## src/rtl/ecbt_pkg.sv

```systemverilog
`timescale 1ns / 1ps
`default_nettype none

package ecbt_pkg;

    // Table size and the widths that follow from it.
    localparam int SLOT_COUNT = 16;
    localparam int IDX_W      = (SLOT_COUNT > 1) ? $clog2(SLOT_COUNT) : 1;
    localparam int CNT_W      = $clog2(SLOT_COUNT + 1);
    localparam int ACTIVE_W   = 5;
    localparam int LIM_W      = (CNT_W > ACTIVE_W) ? CNT_W : ACTIVE_W;

    // Field widths of a transaction.
    localparam int DATA_W = 32;
    localparam int SLOT_W = 16;
    localparam int MODE_W = 2;

    localparam logic [ACTIVE_W-1:0] ACTIVE_RESET = ACTIVE_W'(16);
    localparam logic [DATA_W-1:0]   HANDLE_TAG   = 32'hF100_0000;
    localparam logic [DATA_W-1:0]   NO_SLOT      = 32'hFFFF_FFFF;
    localparam logic [DATA_W-1:0]   RET_ONE      = 32'd1;
    localparam logic [DATA_W-1:0]   RET_ZERO     = 32'd0;

    localparam logic [MODE_W-1:0] MODE_CALLBACK    = 2'd0;
    localparam logic [MODE_W-1:0] MODE_NO_CALLBACK = 2'd1;

    typedef enum logic [2:0] {
        REQ_OPEN      = 3'd0,
        REQ_CLOSE     = 3'd1,
        REQ_ENABLE    = 3'd2,
        REQ_DISABLE   = 3'd3,
        REQ_DELIVER   = 3'd4,
        REQ_UNDELIVER = 3'd5,
        REQ_WAIT      = 3'd6,
        REQ_TEST      = 3'd7
    } req_t;

    typedef enum logic [1:0] {
        SLOT_FREE      = 2'd0,
        SLOT_DISABLED  = 2'd1,
        SLOT_ENABLED   = 2'd2,
        SLOT_DELIVERED = 2'd3
    } slot_state_t;

    typedef enum logic [1:0] {
        KIND_RETURN   = 2'd0,
        KIND_RETRY    = 2'd1,
        KIND_CALLBACK = 2'd2
    } kind_t;

    typedef enum logic [1:0] {
        CS_IDLE,
        CS_EXEC,
        CS_SCAN,
        CS_FINAL
    } ctrl_state_t;

    // Commands from the controller to the datapath.
    typedef struct packed {
        logic load;
        logic single;
        logic scan;
        logic emit_final;
    } ctrl_cmd_t;

    // Status from the datapath to the controller.
    typedef struct packed {
        logic is_scan;
        logic lim_zero;
        logic scan_last;
    } dp_status_t;

endpackage

`default_nettype wire

```

## src/rtl/ecbt_ctrl.sv

```systemverilog
`timescale 1ns / 1ps
`default_nettype none

module ecbt_ctrl (
    input  wire logic               clk,
    input  wire logic               rst_n,
    input  wire logic               start,
    input  wire ecbt_pkg::dp_status_t status,
    output ecbt_pkg::ctrl_cmd_t     cmd,
    output logic                    busy
);
    import ecbt_pkg::*;

    ctrl_state_t state_reg;
    ctrl_state_t state_next;

    always_ff @(posedge clk or negedge rst_n)
    begin
        if (!rst_n)
        begin
            state_reg <= CS_IDLE;
        end
        else
        begin
            state_reg <= state_next;
        end
    end

    always_comb
    begin
        state_next = state_reg;
        cmd        = '0;
        busy       = 1'b1;
        unique case (state_reg)
            CS_IDLE:
            begin
                busy = 1'b0;
                if (start)
                begin
                    cmd.load   = 1'b1;
                    state_next = CS_EXEC;
                end
            end
            CS_EXEC:
            begin
                priority if (!status.is_scan)
                begin
                    cmd.single = 1'b1;
                    state_next = CS_IDLE;
                end
                else if (status.lim_zero)
                begin
                    state_next = CS_FINAL;
                end
                else
                begin
                    state_next = CS_SCAN;
                end
            end
            CS_SCAN:
            begin
                cmd.scan = 1'b1;
                if (status.scan_last)
                begin
                    state_next = CS_FINAL;
                end
            end
            CS_FINAL:
            begin
                cmd.emit_final = 1'b1;
                state_next     = CS_IDLE;
            end
            default:
            begin
                state_next = CS_IDLE;
            end
        endcase
    end

endmodule

`default_nettype wire

```

## src/rtl/ecbt_datapath.sv

```systemverilog
`timescale 1ns / 1ps
`default_nettype none

module ecbt_datapath (
    input  wire logic                              clk,
    input  wire logic                              rst_n,
    input  wire ecbt_pkg::ctrl_cmd_t               cmd,
    output ecbt_pkg::dp_status_t                   status,
    input  wire logic                              cfg_we,
    input  wire logic [ecbt_pkg::ACTIVE_W-1:0]     cfg_wdata,
    input  wire logic [2:0]                        req_type,
    input  wire logic [ecbt_pkg::DATA_W-1:0]       event_class,
    input  wire logic [ecbt_pkg::DATA_W-1:0]       event_spec,
    input  wire logic [ecbt_pkg::MODE_W-1:0]       open_mode,
    input  wire logic [ecbt_pkg::DATA_W-1:0]       handler_addr,
    input  wire logic [ecbt_pkg::SLOT_W-1:0]       slot_id,
    output logic                                   result_valid,
    output logic [1:0]                             result_kind,
    output logic [ecbt_pkg::DATA_W-1:0]            return_value,
    output logic [ecbt_pkg::DATA_W-1:0]            callback_addr,
    output logic                                   last
);
    import ecbt_pkg::*;

    // Configuration and latched request.
    logic [ACTIVE_W-1:0] active_slots_reg;
    req_t                req_reg;
    logic [DATA_W-1:0]   class_reg;
    logic [DATA_W-1:0]   spec_reg;
    logic [MODE_W-1:0]   mode_reg;
    logic [DATA_W-1:0]   handler_reg;
    logic [SLOT_W-1:0]   slot_id_reg;
    logic [IDX_W-1:0]    idx_reg;
    logic [IDX_W-1:0]    idx_next;

    // Slot table: status is reset, the payload is only read once open has written it.
    slot_state_t         status_reg [SLOT_COUNT];
    slot_state_t         status_next [SLOT_COUNT];
    logic [DATA_W-1:0]   class_mem [SLOT_COUNT];
    logic [DATA_W-1:0]   spec_mem [SLOT_COUNT];
    logic [MODE_W-1:0]   mode_mem [SLOT_COUNT];
    logic [DATA_W-1:0]   handler_mem [SLOT_COUNT];

    // Result register.
    logic                valid_reg;
    logic                valid_next;
    logic [1:0]          kind_reg;
    logic [1:0]          kind_next;
    logic [DATA_W-1:0]   value_reg;
    logic [DATA_W-1:0]   value_next;
    logic [DATA_W-1:0]   cb_reg;
    logic [DATA_W-1:0]   cb_next;
    logic                last_reg;
    logic                last_next;

    logic [LIM_W-1:0]    lim;
    logic                slot_ok;
    logic [IDX_W-1:0]    rd_idx;
    slot_state_t         rd_status;
    logic [MODE_W-1:0]   rd_mode;
    logic                rd_match;
    logic                open_found;
    logic [IDX_W-1:0]    open_idx;
    logic                wr_en;

    assign lim = (LIM_W'(active_slots_reg) > LIM_W'(SLOT_COUNT)) ?
                 LIM_W'(SLOT_COUNT) : LIM_W'(active_slots_reg);
    assign slot_ok = slot_id_reg < SLOT_W'(lim);

    assign rd_idx    = cmd.scan ? idx_reg : slot_id_reg[IDX_W-1:0];
    assign rd_status = status_reg[rd_idx];
    assign rd_mode   = mode_mem[rd_idx];
    assign rd_match  = (class_mem[rd_idx] == class_reg) && (spec_mem[rd_idx] == spec_reg);

    assign status.is_scan   = (req_reg == REQ_DELIVER) || (req_reg == REQ_UNDELIVER);
    assign status.lim_zero  = (lim == '0);
    assign status.scan_last = ((LIM_W'(idx_reg) + LIM_W'(1)) == lim);

    // Lowest free slot below the limit.
    always_comb
    begin
        open_found = 1'b0;
        open_idx   = '0;
        for (int i = SLOT_COUNT - 1; i >= 0; i--)
        begin
            if ((status_reg[i] == SLOT_FREE) && (LIM_W'(i) < lim))
            begin
                open_found = 1'b1;
                open_idx   = IDX_W'(i);
            end
        end
    end

    always_comb
    begin
        status_next = status_reg;
        idx_next    = idx_reg;
        wr_en       = 1'b0;
        valid_next  = 1'b0;
        kind_next   = kind_reg;
        value_next  = value_reg;
        cb_next     = cb_reg;
        last_next   = last_reg;

        if (cmd.load)
        begin
            idx_next = '0;
        end

        if (cmd.single)
        begin
            valid_next = 1'b1;
            kind_next  = KIND_RETURN;
            value_next = RET_ZERO;
            cb_next    = '0;
            last_next  = 1'b1;
            unique case (req_reg)
                REQ_OPEN:
                begin
                    if (open_found)
                    begin
                        status_next[open_idx] = SLOT_DISABLED;
                        wr_en                 = 1'b1;
                        value_next            = HANDLE_TAG | DATA_W'(open_idx);
                    end
                    else
                    begin
                        value_next = NO_SLOT;
                    end
                end
                REQ_CLOSE, REQ_ENABLE, REQ_DISABLE:
                begin
                    value_next = RET_ONE;
                    if (slot_ok && (rd_status != SLOT_FREE))
                    begin
                        unique case (req_reg)
                            REQ_CLOSE:  status_next[rd_idx] = SLOT_FREE;
                            REQ_ENABLE: status_next[rd_idx] = SLOT_ENABLED;
                            default:    status_next[rd_idx] = SLOT_DISABLED;
                        endcase
                    end
                end
                REQ_WAIT, REQ_TEST:
                begin
                    priority if (!slot_ok)
                    begin
                        value_next = RET_ZERO;
                    end
                    else if (rd_status == SLOT_DELIVERED)
                    begin
                        value_next = RET_ONE;
                        if (rd_mode == MODE_NO_CALLBACK)
                        begin
                            status_next[rd_idx] = SLOT_ENABLED;
                        end
                    end
                    else if ((rd_status == SLOT_ENABLED) && (req_reg == REQ_WAIT))
                    begin
                        kind_next = KIND_RETRY;
                    end
                    else
                    begin
                        value_next = RET_ZERO;
                    end
                end
                default:
                begin
                    // Deliver and undeliver go through the scan instead.
                    valid_next = 1'b0;
                end
            endcase
        end

        if (cmd.scan)
        begin
            idx_next = idx_reg + IDX_W'(1);
            if (req_reg == REQ_DELIVER)
            begin
                if ((rd_status == SLOT_ENABLED) && rd_match)
                begin
                    if (rd_mode == MODE_CALLBACK)
                    begin
                        valid_next = 1'b1;
                        kind_next  = KIND_CALLBACK;
                        value_next = RET_ZERO;
                        cb_next    = handler_mem[rd_idx];
                        last_next  = 1'b0;
                    end
                    else
                    begin
                        status_next[rd_idx] = SLOT_DELIVERED;
                    end
                end
            end
            else if ((rd_status == SLOT_DELIVERED) && rd_match &&
                     (rd_mode == MODE_NO_CALLBACK))
            begin
                status_next[rd_idx] = SLOT_ENABLED;
            end
        end

        if (cmd.emit_final)
        begin
            valid_next = 1'b1;
            kind_next  = KIND_RETURN;
            value_next = RET_ZERO;
            cb_next    = '0;
            last_next  = 1'b1;
        end
    end

    always_ff @(posedge clk or negedge rst_n)
    begin
        if (!rst_n)
        begin
            active_slots_reg <= ACTIVE_RESET;
            idx_reg          <= '0;
            valid_reg        <= 1'b0;
            for (int i = 0; i < SLOT_COUNT; i++)
            begin
                status_reg[i] <= SLOT_FREE;
            end
        end
        else
        begin
            if (cfg_we)
            begin
                active_slots_reg <= cfg_wdata;
            end
            idx_reg    <= idx_next;
            valid_reg  <= valid_next;
            status_reg <= status_next;
        end
    end

    always_ff @(posedge clk)
    begin
        if (cmd.load)
        begin
            req_reg     <= req_t'(req_type);
            class_reg   <= event_class;
            spec_reg    <= event_spec;
            mode_reg    <= open_mode;
            handler_reg <= handler_addr;
            slot_id_reg <= slot_id;
        end
        if (wr_en)
        begin
            class_mem[open_idx]   <= class_reg;
            spec_mem[open_idx]    <= spec_reg;
            mode_mem[open_idx]    <= mode_reg;
            handler_mem[open_idx] <= handler_reg;
        end
        kind_reg  <= kind_next;
        value_reg <= value_next;
        cb_reg    <= cb_next;
        last_reg  <= last_next;
    end

    assign result_valid  = valid_reg;
    assign result_kind   = kind_reg;
    assign return_value  = value_reg;
    assign callback_addr = cb_reg;
    assign last          = last_reg;

endmodule

`default_nettype wire

```

## src/rtl/event_control_block_table.sv

```systemverilog
`timescale 1ns / 1ps
`default_nettype none
// Open, close, enable, disable, wait and test: the request is latched, the table is updated in
// the execute state and the result strobe is registered from it; a new transaction may be
// taken as that result is shown. Deliver and undeliver visit one slot per cycle through the
// single table read port, up to the slot limit (active_slots clamped to the table size), then
// give the closing result. Results cannot be stalled. Reset is asynchronous and active low:
// it marks every slot free, sets active_slots to 16 and needs no clearing pass.

module event_control_block_table (
    input  wire logic                          clk,
    input  wire logic                          rst_n,
    input  wire logic                          start,
    output logic                               busy,
    input  wire logic                          cfg_we,
    input  wire logic [ecbt_pkg::ACTIVE_W-1:0] cfg_wdata,
    input  wire logic [2:0]                    req_type,
    input  wire logic [ecbt_pkg::DATA_W-1:0]   event_class,
    input  wire logic [ecbt_pkg::DATA_W-1:0]   event_spec,
    input  wire logic [ecbt_pkg::MODE_W-1:0]   open_mode,
    input  wire logic [ecbt_pkg::DATA_W-1:0]   handler_addr,
    input  wire logic [ecbt_pkg::SLOT_W-1:0]   slot_id,
    output logic                               result_valid,
    output logic [1:0]                         result_kind,
    output logic [ecbt_pkg::DATA_W-1:0]        return_value,
    output logic [ecbt_pkg::DATA_W-1:0]        callback_addr,
    output logic                               last
);
    import ecbt_pkg::*;

    // The controller sequences each transaction: it latches the request, then either runs
    // a single table update or steps through the slots for deliver and undeliver, finishing
    // with the closing result. The datapath holds the slot table, the scan index and the
    // result register, and reports back whether a scan is needed and when it ends.
    ctrl_cmd_t  cmd;
    dp_status_t status;

    ecbt_ctrl u_ctrl (
        .clk    (clk),
        .rst_n  (rst_n),
        .start  (start),
        .status (status),
        .cmd    (cmd),
        .busy   (busy)
    );

    // The result register is loaded only by the controller's commands, so the final result
    // of a transaction appears in the same cycle as busy falls and the next transaction may
    // be accepted in that cycle.
    ecbt_datapath u_datapath (
        .clk           (clk),
        .rst_n         (rst_n),
        .cmd           (cmd),
        .status        (status),
        .cfg_we        (cfg_we),
        .cfg_wdata     (cfg_wdata),
        .req_type      (req_type),
        .event_class   (event_class),
        .event_spec    (event_spec),
        .open_mode     (open_mode),
        .handler_addr  (handler_addr),
        .slot_id       (slot_id),
        .result_valid  (result_valid),
        .result_kind   (result_kind),
        .return_value  (return_value),
        .callback_addr (callback_addr),
        .last          (last)
    );

endmodule

`default_nettype wire

```

## config.mk

```make
export PLATFORM = sky130hd
export DESIGN_NAME = event_control_block_table
export DESIGN_NICKNAME = d
export VERILOG_FILES = /design/src/rtl/ecbt_pkg.sv /design/src/rtl/ecbt_ctrl.sv /design/src/rtl/ecbt_datapath.sv /design/src/rtl/event_control_block_table.sv
export SDC_FILE = /design/constraint.sdc
export NUM_CORES = 2
export LEC_CHECK = 0
export BUFFER_PORTS_ARGS = -buffer_cell sky130_fd_sc_hd__buf_2
export CAP_MARGIN = 5
export CELL_PAD_IN_SITES_DETAIL_PLACEMENT = 1
export CELL_PAD_IN_SITES_GLOBAL_PLACEMENT = 2
export CORE_UTILIZATION = 30
export DETAILED_ROUTE_END_ITERATION = 12
export PLACE_DENSITY = 0.66
export SKIP_LAST_GASP = 1
export SYNTH_ARGS = -nofsm -noshare
export SYNTH_HDL_FRONTEND = slang
export SYNTH_HIERARCHICAL = 1
export SYNTH_SLANG_ARGS = --single-unit
export TNS_END_PERCENT = 20
```

## constraint.sdc

```tcl
create_clock -name clk -period 8.8 [get_ports clk]
set_clock_uncertainty 0.2 [all_clocks]
set_input_delay 0.88 -clock clk [delete_from_list [all_inputs] [get_ports clk]]
set_output_delay 0.88 -clock clk [all_outputs]
set_load 0.05 [all_outputs]
```

==> out/results.ini <==
[clocking]
cts_tree = yes
cts_buffer_depth = 3
post_cts_buffers = 0
cts.sinks = 1796
postCtsHoldBufs = 88
clkTransAtPathRegs_ps = 60
cts_buffers = 190
cts_resized = 0
clk_latency_ps = 850
h-tree-depth = 4
root_buffer = clkbuf_16

[place]
io_buffers = 194
hpwl_mm = 115
gp_congestion = 0.779
dp_worst_setup_slack_ps = 1290
dpl_cell_area_um2 = 77900
place_inst = 7564

[logic_synthesis]
ys_types = 83
synth-xor-area-share = 0.00830
muxShareOfSynthArea = 0.0506
synthAdderAreaFrac = 0.000859
synthCells = 4451
netlist_area_um2 = 72800
ys_ff_latch = 1796
avgSynthCellArea_um2 = 16.4
ys_seq_area_frac = 0.728
synth.most_common_cell = edfxtp_1
async_flop_share = 0.0245
synth.top_cell.area_share = 0.695
synth_area_leaders = edfxtp_1 (69%), a21o_1 (7.5%), mux4_2 (4.4%)
synth_edf_count = 1685
synth_simple_gate_area_frac = 0.0310
synth_top_family_by_area = compound AO/OA/AOI/OAI gates
synthFlopType = edfxtp_1
synth_warnings = 6
syn_nets = 4582
synth_compound_area_frac = 0.159
yosys.area.top_type = edfxtp_1
synthTopCellsByCount = edfxtp_1 (1,685), a21o_1 (727), a21oi_1 (371), clkbuf_1 (202), a41oi_1 (183)

[final_layout]
final_nets = 4790
final_core_util = 0.352
drive_gt1_frac = 0.160
finalInstanceArea_um2 = 84900
reg_top3 = u_datapath/class_mem x512, u_datapath/handler_mem x512, u_datapath/spec_mem x512
layout.cells.non_filler = 8007
area_growth_pct = 16.6

[global_route]
antenna_found_initial = 8
first_global_vias = 45614
gr-total-overflow = 0
track_usage = 0.187
grt_pass1_wl_mm = 335
grt_max_degree = 131

[power_and_ir_drop]
switchingPower_mw = 7.59
total_power_mw = 24.0
p_per_area_nw_per_um2 = 282
max-vdd-ir-drop_uv = 276
p_leak_nw = 27.1
p_sw_frac = 0.317
p_seq_frac = 0.440
comb_power_share = 0.229
clkPwrFrac = 0.330
internal_power_mw = 16.4

[worst_setup_path]
crit_path_max_fanout = 67
cp_data_required_time_ps = 9310
startpoint_type = register
crit_top_cell = buf_4
critPathKind = reg -> reg
path_cells = nor2b_2, buf_4, or3b_4, nand2_1, a2111o_1, a2111oi_0, xnor2_1, nand4_1, nor4_1, buf_4, nand2_1, buf_4, nor3b_4, buf_12, mux2_1
crit_slowest_cell = nor4_1
end_kind = register
crit_arrival_ps = 8090
reg2reg_depth = 15
cpPeakStageDelay_ps = 970

[floorplan]
die_height_um = 495
dieArea_um2 = 245000
core_area_um2 = 241000
start_util = 0.302
pin_count = 195
num_rows = 180
die_w_um = 495

[drt]
drt_pass1_iterations = 5
ant_nets = 0
first_iter_violations = 3809
wirelength_mm = 233
wl_per_cell_um = 29.1
route.detailed.drc = 0
dr_total_vias = 43729
via_per_inst = 5.46

[timing]
post-route-period-util = 0.861
slew-limit-headroom = 0.183
rsz0062_at_grt = no
fmax_mhz = 132
tightest_slew_ps = 1220
fin_crit_ps = 7580
setup_tns_ps = 0
setup_viol = 0
finalWorstSetupSlack_ps = 1220
finalHoldViolCount = 0
hold_ws_ps = 44.8
maxSlewViolCount = 0

[hold_path]
hold_class = in -> reg
min_path_cells = 1

[run]
maxCapViolations = 0

[run_status]
status = finished, final reports clean

power groups by stage:
stage	clock network [mW]	logic, mW	registers, mW
after global placement	0	5.44	10.7
after CTS	8.08	5.54	10.6
final	7.92	5.50	10.6
after detailed placement	0	5.48	10.7
after global routing	8.37	5.82	10.6
after floorplan	0	3.38	10.6
area by class of cell:
type,count,area [um^2]
well taps,3185,3990
diodes,1,2.50
flip-flops and latches,1796,53000
inverters,25,93.8
fillers,24394,156000
repair buffers,379,3180
multi-input cells,2267,18500
clock inverters,116,1110
clock buffers,238,5000
routing by layer:
| metal | track usage | wire (um) | vias to the layer above |
|---|---|---|---|
| li1 | - | - | 18585 |
| met1 | 0.258 | 105000 | 23740 |
| met2 | 0.310 | 114000 | 1121 |
| met3 | 0.0243 | 9850 | 275 |
| met4 | 0.0443 | 4450 | 8 |
| met5 | 0 | 46 | - |
logic make-up (layout without fill, tap and decap cells):
family / count (synthesis) / count (layout)
flops: 1796 / 1796
compound gates: 1607 / 1607
simple gates: 400 / 400
buf+inv: 388 / 758
mux: 186 / 186
xor+xnor: 69 / 69
fa+ha+maj: 5 / 5
other cells: 0 / 1
worst max-delay path, delay by kind of cell, from the launching register on:
| family | cells | cell delay (ps) |
|---|---|---|
| buffers and inverters | 4 | 1280 |
| multiplexers | 1 | 370 |
| AO/OA/AOI/OAI | 2 | 1260 |
| flip-flops | 1 | 490 |
| AND/OR/NAND/NOR | 7 | 3440 |
| XOR/XNOR | 1 | 330 |
worst paths after layout:
kind | startpoint | endpoint | slack [ps]
setup reg to reg | register | u_datapath/callback_addr[1] | 1220
hold reg to reg | u_datapath/result_kind[1] | u_datapath/result_kind[1] | 270
min in group asynchronous | rst_n | u_datapath/active_slots_reg[1] | 540
setup / recovery | register | u_datapath/callback_addr[1] | 1220
hold / removal | event_class[22] | u_datapath/class_reg[22] | 40
max in group asynchronous | rst_n | u_datapath/status_reg[22] | 7380
cell usage in the layout (no fill, tap or decap), drive strengths merged, types with 14 or more instances in the layout:
cell | synthesis | layout
nand2 | 78 | 78
a21o | 727 | 727
bufinv | 0 | 14
mux4 | 142 | 142
nor4 | 52 | 52
nand3 | 16 | 16
a21oi | 371 | 371
edfxtp | 1685 | 1685
nor2 | 67 | 67
buf | 161 | 291
a21boi | 18 | 18
nor3b | 38 | 38
xnor2 | 51 | 51
clkinv | 1 | 87
nor3 | 25 | 25
xor2 | 18 | 18
o21ai | 17 | 17
mux2 | 37 | 37
a41oi | 183 | 183
clkbuf | 202 | 238
dfxtp | 67 | 67
dlygate4sd3 | 0 | 88
o41ai | 73 | 73
dfrtp | 43 | 43
a22oi | 75 | 75
a211oi | 29 | 29
nand4 | 57 | 57
a2111oi | 15 | 15
inv | 24 | 31
a31oi | 19 | 19
Power figures use the tool's default switching activity.
